[src/bsb_ram.sv]
// Generic simple dual-port RAM: one write port, one registered read port.
// No dependencies.
`timescale 1ns / 1ps

module bsb_ram #(
  parameter int unsigned WIDTH = 16,
  parameter int unsigned DEPTH = 256,
  parameter int unsigned AW    = (DEPTH > 1) ? $clog2(DEPTH) : 1
) (
  input  logic             clk_i,
  input  logic             we_i,
  input  logic [AW-1:0]    waddr_i,
  input  logic [WIDTH-1:0] wdata_i,
  input  logic [AW-1:0]    raddr_i,
  output logic [WIDTH-1:0] rdata_o
);

  logic [WIDTH-1:0] mem [DEPTH];
  logic [WIDTH-1:0] rdata_q;

  always_ff @(posedge clk_i) begin
    if (we_i) begin
      mem[waddr_i] <= wdata_i;
    end
    rdata_q <= mem[raddr_i];
  end

  assign rdata_o = rdata_q;

endmodule

[config.mk]
export PLATFORM = sky130hd
export DESIGN_NAME = bsb_ram
export DESIGN_NICKNAME = d
export VERILOG_FILES = /design/src/bsb_ram.sv
export SDC_FILE = /design/constraint.sdc
export NUM_CORES = 2
export LEC_CHECK = 0
export BUFFER_PORTS_ARGS = -buffer_cell sky130_fd_sc_hd__buf_2
export CAP_MARGIN = 20
export CORE_AREA = 2 2 518 520
export CTS_BUF_LIST = sky130_fd_sc_hd__clkbuf_8
export DETAILED_ROUTE_END_ITERATION = 12
export DIE_AREA = 0 0 520 522
export GPL_ROUTABILITY_DRIVEN = 0
export PLACE_DENSITY = 0.76
export SYNTH_ARGS = -nofsm -noshare
export SYNTH_HDL_FRONTEND = slang
export SYNTH_SLANG_ARGS = --single-unit
[constraint.sdc]
create_clock -name clk_i -period 4.97 [get_ports clk_i]
set_clock_uncertainty 0.15 [all_clocks]
set_input_delay 0.2485 -clock clk_i [delete_from_list [all_inputs] [get_ports clk_i]]
set_output_delay 0.2485 -clock clk_i [all_outputs]
set_load 0.01 [all_outputs]
After elaboration in Yosys (flattened, before gate mapping). Memories as Yosys holds them, arrays and structs flattened. A register that Yosys moved wholly into a read port is not among the register bits. Index checks and enable logic that the tools add are counted.

Mux-type cells: 2.

Operator list (count): 1-bit two-way mux (2).

Input port bits: 34. Bits in writable memories: 4096. Bits in registers: 0. Output and inout bits: 16. Memories kept: 1.

Memory list: mem (depth 256, width 16, read ports 1, clocked after memory_dff 1, write ports 1, RTL line 18) `logic [WIDTH-1:0] mem [DEPTH];`.

Longest topological paths before layout.
Word-level depth: 2. Gate-level depth with buffers: 12. Depth with buffers taken out: 6.

Least setup slack after synthesis. No wires, ideal clock.

Kind: input to register. Start: in waddr_i[3]. End: mem mem[235][0], enable pin. Data arrival time: 2.025 ns. Stages on the path: 6. Setup slack: 2.406 ns. Cells stage by stage: clkbuf_1 -> nor2b_1 -> clkbuf_1 -> nand4_1 -> clkbuf_1 -> nor2_1.

RTL lines: from (decl) (RTL line 12) `input logic [AW-1:0] waddr_i,`; to (decl) (RTL line 18).

Straight into the memory's write port.

==> results_dict.tcl <==
set metrics [dict create \
    syn_to_final_growth_pct 11.8 \
    startpoint_type "input port" \
    max_clock_freq_ghz 0.296 \
    wl_um 407000 \
    grt_pass1_wl_um 580000 \
    grt_start_max_net_pins 172 \
    cts.clk_slew.worst_paths_ps 60 \
    syn_nets 7394 \
    layout_min_cycle_time_ps 3380 \
    vias 82400 \
    numCtsBuffers 631 \
    end_kind "flop" \
    grt.busiest_layer "met2" \
    portBuffers 49 \
    worst_ep_required_time_ps 5880 \
    holdPathEnd "mem[108][7]$_DFFE_PP_" \
    rsz0062_at_grt "no" \
    synth-async-reset-ratio 0 \
    grt_usage 0.300 \
    rrSetupSlack_ps 1690 \
    place_inst 11000 \
    viasPerCell 6.76 \
    clk_path_buf_depth 4 \
    period_share 0.679 \
    whs_ps 41.0 \
    drtAntennaViolNets 0 \
    use_met1 0.417 \
    ys_types 52 \
    slew_violations 0 \
    use_met2 0.455 \
    syn_area_um2 159000 \
    fp.dieW_um 520 \
    route.detailed.drc 0 \
    cts_max_level 6 \
    avgSynthCellArea_um2 21.6 \
    timing.hold.worst.start "wdata_i[7]" \
    fin_area_um2 177000 \
    drt_iter0_markers 12600 \
    leakagePower_nw 57.5 \
    worst_ep_arrival_time_ps 4290 \
    overflow 0 \
    fin_tns_setup_ps 0 \
    worst_pin_slew_ps 1270 \
    die_h_um 522 \
    numClockSinks 4112 \
    io_pins 50 \
    die_area_um2 271000 \
    cts_tree "yes" \
    fin_cells 12200 \
    pwr_density_cell_nw_per_um2 381 \
    clock-root-buffer "clkbuf_8" \
    r2r_end "rdata_o[14]$_DFF_P_" \
    post_cts_buffers 0 \
    setup_viol 0 \
    wire_per_inst_um 33.4 \
    fp-row-count 190 \
    synthesis.instances 7360 \
    synth_edf_count 4096 \
    dpl.hpwl_um 240000 \
    synth_ff_type "edfxtp_1" \
    core_region_area_um2 266000 \
    grt_pass1_vias 81300 \
    placed_area_um2 165000 \
    status "finished, final reports clean" \
    maxCapViolations 0 \
    initial_core_util 0.596 \
    ys_warn_count 0 \
    use_met3 0.0740 \
    ys_seq_area_frac 0.777 \
    holdPathStages 2 \
    worstPathMaxFanout 37 \
    reg2reg_from "mem[10][14]$_DFFE_PP_" \
    ys_ff_latch 4112 \
    antenna_found_initial 23 \
    crit_type "input port to flop" \
    worstSkewPairLatency_ps 1240 \
    drive_gt1_frac 0.258 \
    first_pass_iters 6 \
    slew_headroom 0.156 \
    vdd_drop_max_mv 0.272 \
    hp-class "input port to flop" \
    hold_viol_final 0 \
    reg2regPathDepth 7 \
    final_nets 8172 \
]
worst max path at each step:
| stage | from | endpoint | slack [ps] |
|---|---|---|---|
| after floorplan | waddr_i[3] | mem[235][0]$_DFFE_PP_ | 2410 |
| after global placement | raddr_i[1] | rdata_o[13]$_DFF_P_ | 700 |
| after detailed placement | raddr_i[1] | rdata_o[13]$_DFF_P_ | 670 |
| after CTS | raddr_i[4] | rdata_o[13]$_DFF_P_ | 1710 |
| after global routing | raddr_i[0] | rdata_o[12]$_DFF_P_ | 1610 |
| final | raddr_i[4] | rdata_o[13]$_DFF_P_ | 1590 |
where the power goes:
part,total (W),internal (W),switching [W]
Sequential,0.0383,0.0382,0.0000776
Clock,0.0257,0.0125,0.0132
Combinational,0.00358,0.00124,0.00234
per-layer routing:
layer,up-vias,part of all wire
met5,-,0.00014
met4,8,0.051
met3,989,0.13
met2,5891,0.47
met1,42600,0.36
li1,33000,-
metrics by stage:
stage	worst slack (ps)	util	power [W]
floorplan	2410	-	0.0409
global placement	697	0.620	0.0424
detailed placement	673	0.621	0.0425
CTS	1710	0.666	0.0678
global route	1610	0.666	0.0694
finish	1590	0.666	0.0676
layout make-up:
class,count,area (um2)
repair buffers,597,5370
inverters,4,27.5
fillers,16200,89000
multi-input cells,2792,32800
clock inverters,486,2650
diodes,22,55.1
flip-flops and latches,4112,123000
clock buffers,636,8750
well taps,3552,4440
worst max-delay path: stages:
cell and delay [ps]:
dlygate4sd3_1 600, buf_6 440, buf_4 550, buf_4 500, a21oi_1 100, o21ai_0 630
nand4_1 660, nor4_1 430
synth_stat cells (3+ instances only):
| cell | count | share of area |
|---|---|---|
| nand2_1 | 38 | 0.00090 |
| a221oi_1 | 28 | 0.0015 |
| nor3_1 | 92 | 0.0029 |
| nand4_1 | 26 | 0.0010 |
| o31ai_1 | 16 | 0.00076 |
| a31oi_1 | 6 | 0.00024 |
| o221ai_1 | 252 | 0.014 |
| buf_12 | 5 | 0.00063 |
| o21ai_0 | 37 | 0.0012 |
| nand2b_1 | 3 | 0.00012 |
| buf_4 | 26 | 0.0012 |
| inv_1 | 3 | 0.000071 |
| a22oi_1 | 43 | 0.0020 |
| clkbuf_1 | 230 | 0.0054 |
| or2_2 | 4 | 0.00016 |
| nor2b_1 | 9 | 0.00035 |
| a22o_1 | 32 | 0.0018 |
| nand3_1 | 35 | 0.0011 |
| mux2i_1 | 565 | 0.036 |
| dfxtp_1 | 16 | 0.0020 |
| edfxtp_1 | 4096 | 0.77 |
| o22ai_1 | 148 | 0.0058 |
| a2111oi_0 | 6 | 0.00033 |
| nor2_1 | 304 | 0.0072 |
| buf_2 | 76 | 0.0024 |
| o32ai_1 | 20 | 0.0011 |
| buf_8 | 11 | 0.0010 |
| nor4_1 | 17 | 0.00067 |
| buf_6 | 77 | 0.0055 |
| mux2_2 | 88 | 0.0062 |
| and3_1 | 11 | 0.00043 |
| a211oi_1 | 18 | 0.00085 |
| a21oi_1 | 175 | 0.0055 |
| nand4b_1 | 3 | 0.00017 |
| mux4_2 | 797 | 0.11 |
| buf_1 | 27 | 0.00064 |
placed cells by master, fill, tap and decap left out, types with 37 or more instances in the layout:
| master | Yosys | routed |
|---|---|---|
| edfxtp_1 | 4096 | 4096 |
| mux4_2 | 797 | 797 |
| clkbuf_8 | 0 | 638 |
| mux2i_1 | 565 | 565 |
| buf_4 | 26 | 442 |
| nor2_1 | 304 | 282 |
| o221ai_1 | 252 | 252 |
| inv_1 | 3 | 228 |
| a21oi_1 | 175 | 175 |
| clkinv_1 | 0 | 151 |
| o22ai_1 | 148 | 148 |
| nor3_1 | 92 | 90 |
| mux2_2 | 88 | 88 |
| dlygate4sd3_1 | 0 | 51 |
| buf_12 | 5 | 50 |
| a22oi_1 | 43 | 43 |
| clkinv_2 | 0 | 43 |
| nand2_1 | 38 | 38 |
| o21ai_0 | 37 | 37 |
cell families after synthesis:
family                 after synthesis  synth area share
muxes                             1450             0.155
buffers and inverters              456            0.0169
AOI/OAI and AO/OA                  786            0.0354
DFF                               4112             0.777
and+or+nand+nor                    556            0.0157
registers in the layout, indices dropped and copies added (netlist names):
name,flops
mem,4096
rdata_o,16
repair_timing:
action                     CTS  global route
resized for setup            0             0
hold endpoints to repair  5818             0
hold buffers                54             0
No activity file was read; power rests on OpenSTA's default activity.
