### config.mk
export PLATFORM = sky130hd
export DESIGN_NAME = bsb_alu
export DESIGN_NICKNAME = d
export VERILOG_FILES = /design/src/bsb_pkg.sv /design/src/bsb_alu.sv
export SDC_FILE = /design/constraint.sdc
export NUM_CORES = 1
export LEC_CHECK = 0
export ABC_AREA = 1
export BUFFER_PORTS_ARGS = -buffer_cell sky130_fd_sc_hd__buf_4
export CORE_MARGIN = 2
export CORE_UTILIZATION = 27
export DETAILED_ROUTE_END_ITERATION = 7
export GPL_TIMING_DRIVEN = 1
export SLEW_MARGIN = 15
export SYNTH_ARGS = -nofsm -noshare
export SYNTH_HDL_FRONTEND = slang
export SYNTH_SLANG_ARGS = --single-unit
### constraint.sdc
create_clock -name vclk -period 4.81
set_clock_uncertainty 0.2 [all_clocks]
set_input_delay 0.962 -clock vclk [all_inputs]
set_output_delay 0.962 -clock vclk [all_outputs]
set_load 0.01 [all_outputs]
### src/bsb_pkg.sv
// Package for the band scene blitter: request and response structs, item kind
// codes and shared widths. No dependencies.
`timescale 1ns / 1ps

package bsb_pkg;

  // Signed width of the shared add/compare unit; holds x + 8*src_col + 7.
  localparam int unsigned CW = 21;

  localparam logic [2:0] BYTE_MSB  = 3'd7;
  localparam logic [3:0] MASK_BITS = 4'd8;

  typedef enum logic [2:0] {
    KIND_START = 3'd0,
    KIND_RECT  = 3'd1,
    KIND_MASK  = 3'd2,
    KIND_PAL   = 3'd3,
    KIND_PWR   = 3'd4,
    KIND_READ  = 3'd5
  } kind_e;

  typedef struct packed {
    logic [2:0]         req_type;
    logic signed [15:0] x;
    logic signed [15:0] y;
    logic [15:0]        w;
    logic [15:0]        h;
    logic [15:0]        colour;
    logic [9:0]         band_top;
    logic [7:0]         value_byte;
    logic [15:0]        src_row;
    logic [15:0]        src_col;
  } req_t;

  typedef struct packed {
    logic [15:0] pixel;
    logic        in_band;
  } rsp_t;

endpackage

### src/bsb_alu.sv
// Shared add/compare unit of the blitter: sum = a + b, lt = sum < lim (signed).
// Depends on bsb_pkg.
`timescale 1ns / 1ps

module bsb_alu import bsb_pkg::*; (
  input  logic signed [CW-1:0] a_i,
  input  logic signed [CW-1:0] b_i,
  input  logic signed [CW-1:0] lim_i,
  output logic signed [CW-1:0] sum_o,
  output logic                 lt_o
);

  assign sum_o = a_i + b_i;
  assign lt_o  = (sum_o < lim_i);

endmodule

* Word-level counts from Yosys, hierarchy flattened
Cells that the tools add are included.
** Cells by class
- Order comparisons :: 1
- Add/sub/neg operators :: 1
** Operators with widths (count)
- $add A21 B21 Y21 :: 1
- $lt A21 B21 Y1 :: 1
** Word-level totals
- Register bits after elaboration :: 0
- Word-level logic and storage cells :: 2
- Output and inout bits :: 22

* Longest topological paths before layout
Gate-level depths: netlist (run 1).
- Depth after elaboration :: 2
- Gate-level depth with buffers :: 20
- Mapped depth without buffers :: 20

* Worst setup path after synthesis (run 1)
OpenSTA, ideal clock, no wires.
- Path type :: input port to output port
- Start point :: in a_i[0]
- End point :: out lt_o
- Stages on the path :: 17
- Path slack :: 0.507 ns
- Data arrival time :: 3.141 ns
- Path buffers :: 0
- Cells stage by stage :: ha_1 -> fa_1 -> nand3_2 -> nand3_4 -> nand2_1 -> nand2_2 -> nand2_1 -> nand2_1 -> xor2_1 -> ha_1 -> a21o_1 -> nor2_1 -> nand2_1 -> nand2_1 -> nand3_1 -> nand2_1 -> nand2_1
** Between the ends
- Longest elaborated chain between the ends :: 2
** RTL lines
- start, declared :: RTL line bsb_alu.sv:6 : input logic signed [CW-1:0] a_i,
- $add A21 B21 Y21 :: RTL line bsb_alu.sv:13 : assign sum_o = a_i + b_i;
- named net sum_o[12] :: RTL line bsb_alu.sv:9 : output logic signed [CW-1:0] sum_o,
- $lt A21 B21 Y1 :: RTL line bsb_alu.sv:14 : assign lt_o = (sum_o < lim_i);
- end, declared :: RTL line bsb_alu.sv:10 : output logic lt_o
The timed path passes the listed nets, and every way through them passes these cells.

* Final worst setup path (run 1)
- Start point :: in a_i[0]
- End point :: out lt_o
** Between the ends
- Longest elaborated chain between the ends :: 2
** RTL lines (RTL line)
- $add A21 B21 Y21 :: bsb_alu.sv:13
- $lt A21 B21 Y1 :: bsb_alu.sv:14
No other way between the ends.

==> flow_summary.json, run 1 <==
{
  "status": "finished clean",
  "io_buffers": 85,
  "wire_per_inst_um": 10.4,
  "min_period_over_period_pct": 94.5,
  "final.setup.tns_ps": 0,
  "power-per-cell-area_mw_per_mm2": 147,
  "ant_nets": 0,
  "nets": 555,
  "swShare_pct": 55.2,
  "fillers": 806,
  "grtUsageMet2_pct": 26.4,
  "crit_path_start_kind": "input port",
  "routed_wirelength_um": 5720,
  "endpoint_kind": "output port",
  "criticalPathCategory": "in2out",
  "ys_types": 22,
  "hp-class": "in2out",
  "syn_avg_cell_area_um2": 5.55,
  "critical_path_required_ps": 3650,
  "p_int_w": 0.000186,
  "max-cap-violations": 0,
  "met3_usage_pct": 0.668,
  "dieArea_mm2": 0.00820,
  "gp_congestion": 0.827,
  "die_y_um": 90.5,
  "grt_pass1_wl_um": 9780,
  "pwr-share-clk_pct": 0,
  "ir_worst_vdd_mv": 0.0454,
  "top_level_ports": 85,
  "numPlacedInstances": 548,
  "max_clock_freq_ghz": 0.220,
  "tightest_slew_ps": 336,
  "syn_to_final_growth_pct": 39.0,
  "core-area_mm2": 0.00725,
  "setup_viol": 0,
  "synth_cells": 364,
  "ys_warn_count": 0,
  "dp.final_hpwl_um": 5380,
  "clock_buffers": 0,
  "antenna_found_initial": 0,
  "stdcell_count": 548,
  "grt_pass1_vias": 2289,
  "synth_nets": 468,
  "die_w_um": 90.5,
  "vias": 2347,
  "vias_per_cell": 4.28,
  "rsz0062_at_grt": "false",
  "register_area_um2": 0,
  "p_leak_nw": 1.69,
  "timing.hold.ws_ps": 2050,
  "crit_start": "a_i[0]",
  "multi_input_area_mm2": 0.00176,
  "busiest_layer": "met2",
  "grt_max_degree": 8,
  "arrival_ps": 3380,
  "n_sequential_cell": 0,
  "synth-seq-area-share_pct": 0,
  "overflow": 0,
  "track_usage_pct": 13.8,
  "drv_slew": 0,
  "initialDrtViolationCount": 66,
  "met1_usage_pct": 18.1,
  "p_comb_share_pct": 100.0,
  "drc": 0,
  "initial_core_util_pct": 27.9,
  "layout-drive-gt1-share_pct": 31.2,
  "dr.pass1.iters": 4,
  "crit_fanout": 4,
  "diodes": 0,
  "layout_min_cycle_time_ps": 4540,
  "netlist_area_mm2": 0.00202,
  "min_from": "b_i[0]",
  "pwr-share-seq_pct": 0,
  "hold_viol": 0,
  "switchingPower_w": 0.000229,
  "placement_rows": 31,
  "slew_headroom_pct": 77.5
}
## metrics by stage
stage	total power (W)	utilization, %	area [um2]	setup slack (ps)
detailed placement	0.000413	38.4	2780	182
finish	0.000415	38.8	2810	267
global placement	0.000408	38.4	2780	203
CTS	0.000415	38.4	2780	172
floorplan	0.000256	-	2020	507
global route	0.000472	38.8	2810	3.22
## worst max-delay path: stages
cell and delay, ps:
buf_4 110, ha_1 230, fa_2 370, nand3_2 120, nand3_4 90, nand2_1 80
nand2_2 70, nand2_1 100, nand2_1 60, nand2_1 50, nand2_1 80, ha_1 300
nand2_1 100, inv_1 40, nand2_1 50, nand2_1 40, a21oi_1 170, nand3_1 100
nand2_1 60, nand2_1 50, buf_4 140
## final timing paths
kind	end	cells past startpoint
max	lt_o	21
min	sum_o[0]	3
## layer usage
layer	part of all wire [%]	routed length, um	up-vias
met5	0	0	-
met4	0	0	0
li1	-	-	1292
met3	3.1	178	0
met1	49	2790	1010
met2	48	2750	45
## cell usage after synthesis, drive strengths merged
| cell | number | share of area (%) |
|---|---|---|
| nand2 | 145 | 28 |
| inv | 77 | 14 |
| ha | 40 | 25 |
| nor2 | 33 | 8.4 |
| nand3 | 23 | 8.0 |
| a21oi | 19 | 5.1 |
| xor2 | 9 | 3.9 |
| nand4 | 5 | 1.5 |
| o21bai | 4 | 1.5 |
| and2 | 2 | 0.87 |
| nor3 | 2 | 0.99 |
| xnor2 | 2 | 0.87 |
| a21o | 1 | 0.37 |
| clkinv | 1 | 0.19 |
| fa | 1 | 0.99 |
## cells by family after synthesis
family,synth area share (%)
AOI/OAI and AO/OA,6.93
xor gates and xnor gates,4.77
adders and majority gates,25.7
buffers and inverters,14.5
and+or+nand+nor,48.1
## layout by cell type (no fill, tap or decap), types with 5 or more instances in the layout
cell / instances
ha_1: 34
nand2_2: 11
nand4_1: 5
nor2_2: 10
nand3_2: 7
ha_2: 6
nor2_1: 20
inv_2: 8
nand2_1: 134
a21oi_1: 15
buf_4: 85
nand3_1: 15
inv_1: 69
xor2_1: 9
## final cells by class
type	count	share of cell area [%]
Multi-Input combinational cell	286	62.5
Timing Repair Buffer	85	22.7
Inverter	78	10.4
Tap cell	99	4.41
## power groups by stage
stage                     clock network (W)  logic, W  registers, W
final                                     0  0.000415             0
after global placement                    0  0.000408             0
after detailed placement                  0  0.000413             0
after floorplan                           0  0.000256             0
after global routing                      0  0.000472             0
after CTS                                 0  0.000415             0
## what timing repair did
item	CTS	global route
setup endpoints to repair	0	1
resized for setup	0	10
hold buffers	0	0
buffers inserted	0	0
Note: power is estimated with default switching activity, not from simulation.
==> run 2: changes to the inputs <==
- ABC_AREA: 1 -> not set
==> flow_summary.json, run 2 <==
{
  "swShare_pct": 46.3,
  "max_clock_freq_ghz": 0.206,
  "register_area_um2": 0,
  "layout_min_cycle_time_ps": 4850,
  "synth-seq-area-share_pct": 0,
  "overflow": 0,
  "place_ws_ps": -221,
  "critical_path_required_ps": 3650,
  "pwr-share-seq_pct": 0,
  "dr.pass1.iters": 4,
  "ant_nets": 0,
  "endpoint_kind": "output port",
  "drv_slew": 0,
  "n_sequential_cell": 0,
  "dieArea_mm2": 0.00616,
  "synth_nets": 300,
  "routed_wirelength_um": 4530,
  "ys_warn_count": 0,
  "wire_per_inst_um": 12.1,
  "initial_core_util_pct": 27.6,
  "slowest_delay_ps": 380,
  "tightest_slew_ps": 471,
  "dp.final_hpwl_um": 4070,
  "nets": 410,
  "timing.hold.ws_ps": 2030,
  "crit_fanout": 4,
  "clock_buffers": 0,
  "synth_top_area_share_pct": 33.4,
  "antenna_found_initial": 0,
  "top_level_ports": 85,
  "violations": "negative setup slack",
  "io_buffers": 85,
  "max-cap-violations": 0,
  "vias_per_cell": 4.75,
  "p_leak_nw": 1.36,
  "p_comb_share_pct": 100.0,
  "cpLargestDelayFamily": "compound AO/OA/AOI/OAI gates",
  "multi_input_area_mm2": 0.00147,
  "cts.hold.buffers_added": 0,
  "status": "finished, violations left",
  "drc": 0,
  "vias": 1786,
  "layout-drive-gt1-share_pct": 42.1,
  "crit_end": "lt_o",
  "cp_cell_sequence": "buf_6 -> ha_4 -> fa_2 -> a21oi_2 -> o211a_1 -> o21ai_2 -> a41oi_2 -> buf_4 -> a211o_1 -> o311ai_2 -> ha_1 -> mux2_4 -> a31oi_2 -> a21oi_2 -> buf_4",
  "syn_avg_cell_area_um2": 7.65,
  "die_y_um": 78.5,
  "ys_top_cells_by_count": "ha_1 (40), inv_1 (23), a21oi_1 (19), a21o_1 (17), xnor2_1 (11)",
  "netlist_area_mm2": 0.00150,
  "yosysTopAreaCell": "ha_1",
  "final.setup.tns_ps": -41.5,
  "rsz0062_at_grt": "true",
  "gp_congestion": 0.801,
  "cp.depth": 15,
  "hp-class": "in2out",
  "ys_types": 40,
  "power-per-cell-area_mw_per_mm2": 178,
  "die_w_um": 78.5,
  "layout_common_cells": "buf_4 (107), ha_1 (39), inv_1 (23)",
  "synth_cells": 196,
  "diodes": 0,
  "p_total_w": 0.000439,
  "grt_pass1_vias": 1731,
  "fillers": 572,
  "syn_to_final_growth_pct": 64.8,
  "switchingPower_w": 0.000203,
  "pwr-share-clk_pct": 0,
  "grt_max_degree": 7,
  "core-area_mm2": 0.00544,
  "slew_headroom_pct": 68.4,
  "timing.final.ws_setup_ps": -41.5,
  "synth.most_common_cell": "ha_1",
  "slowest_stage": "ha_1",
  "placement_rows": 27,
  "hold_viol": 0,
  "min_period_over_period_pct": 101,
  "ir_worst_vdd_mv": 0.0634,
  "ys_top_cells_by_area": "ha_1 (33%), a21o_1 (8.5%), xnor2_1 (6.4%), a21oi_1 (6.3%), inv_1 (5.8%)",
  "placed_cell_area_mm2": 0.00238,
  "path_buf_inv": 3,
  "crit_path_start_kind": "input port",
  "final_common_cell": "buf_4",
  "grt_pass1_wl_um": 7360,
  "initialDrtViolationCount": 25,
  "crit_start": "b_i[0]",
  "final_area_mm2": 0.00247,
  "p_int_w": 0.000235,
  "criticalPathCategory": "in2out",
  "track_usage_pct": 13.8,
  "setup_viol": 1,
  "arrival_ps": 3690
}
run 2: through the flow:
| stage | cells | utilization [%] |
|---|---|---|
| after floorplan | 196 | - |
| after global placement | 372 | 43.8 |
| after global routing | 376 | 45.4 |
| after CTS | 375 | 45.0 |
| final | 376 | 45.4 |
| after detailed placement | 372 | 43.8 |
run 2: worst min-delay path by stage:
stage | cells after the start | slack [ps] | to | start
after global routing | 3 | 2040 | sum_o[0] | a_i[0]
after CTS | 3 | 2030 | sum_o[0] | a_i[0]
after floorplan | 1 | 1870 | sum_o[0] | b_i[0]
after global placement | 3 | 2060 | sum_o[0] | b_i[0]
after detailed placement | 3 | 2070 | sum_o[0] | b_i[0]
final | 3 | 2030 | sum_o[0] | a_i[0]
run 2: layer usage:
metal  vias to the layer above  GRT usage (%)  part of all wire (%)
met5                         -              0                     0
met4                         0              0                     0
met3                         0          0.575                   4.0
met2                        39           27.1                    52
met1                       793           17.6                    44
li1                        954              -                     -
run 2: repair_timing:
action                     in CTS  in global routing
setup endpoints to repair       1                  1
buffers inserted                3                  1
resized for setup               9                  2
pin swaps                      14                  3
run 2: cells by family (layout without fill, tap and decap cells):
logic type / after synthesis / count (layout) / synth area share, %
AO/OA/AOI/OAI: 68 / 68 / 31.8
AND/OR/NAND/NOR: 43 / 43 / 15.6
adder cells (fa/ha/maj): 41 / 41 / 34.7
buffers and inverters: 24 / 132 / 6.01
XOR/XNOR: 19 / 19 / 11.1
multiplexers: 1 / 1 / 0.751
run 2: final cells by class:
cell class	count	share of cell area, %
inverter	23	3.50
multi-input combinational	172	59.4
tap	72	3.65
timing repair buffer	109	33.4
run 2: worst min-delay path: cells and delay by family:
| family | cells | cell delay, ps |
|---|---|---|
| buffers and inverters | 2 | 180 |
| adder cells (fa/ha/maj) | 1 | 120 |
run 2: power by group through the flow:
stage	clock network (W)	logic, W	registers (W)
floorplan	0	0.000230	0
global placement	0	0.000411	0
detailed placement	0	0.000415	0
CTS	0	0.000436	0
global route	0	0.000485	0
finish	0	0.000439	0
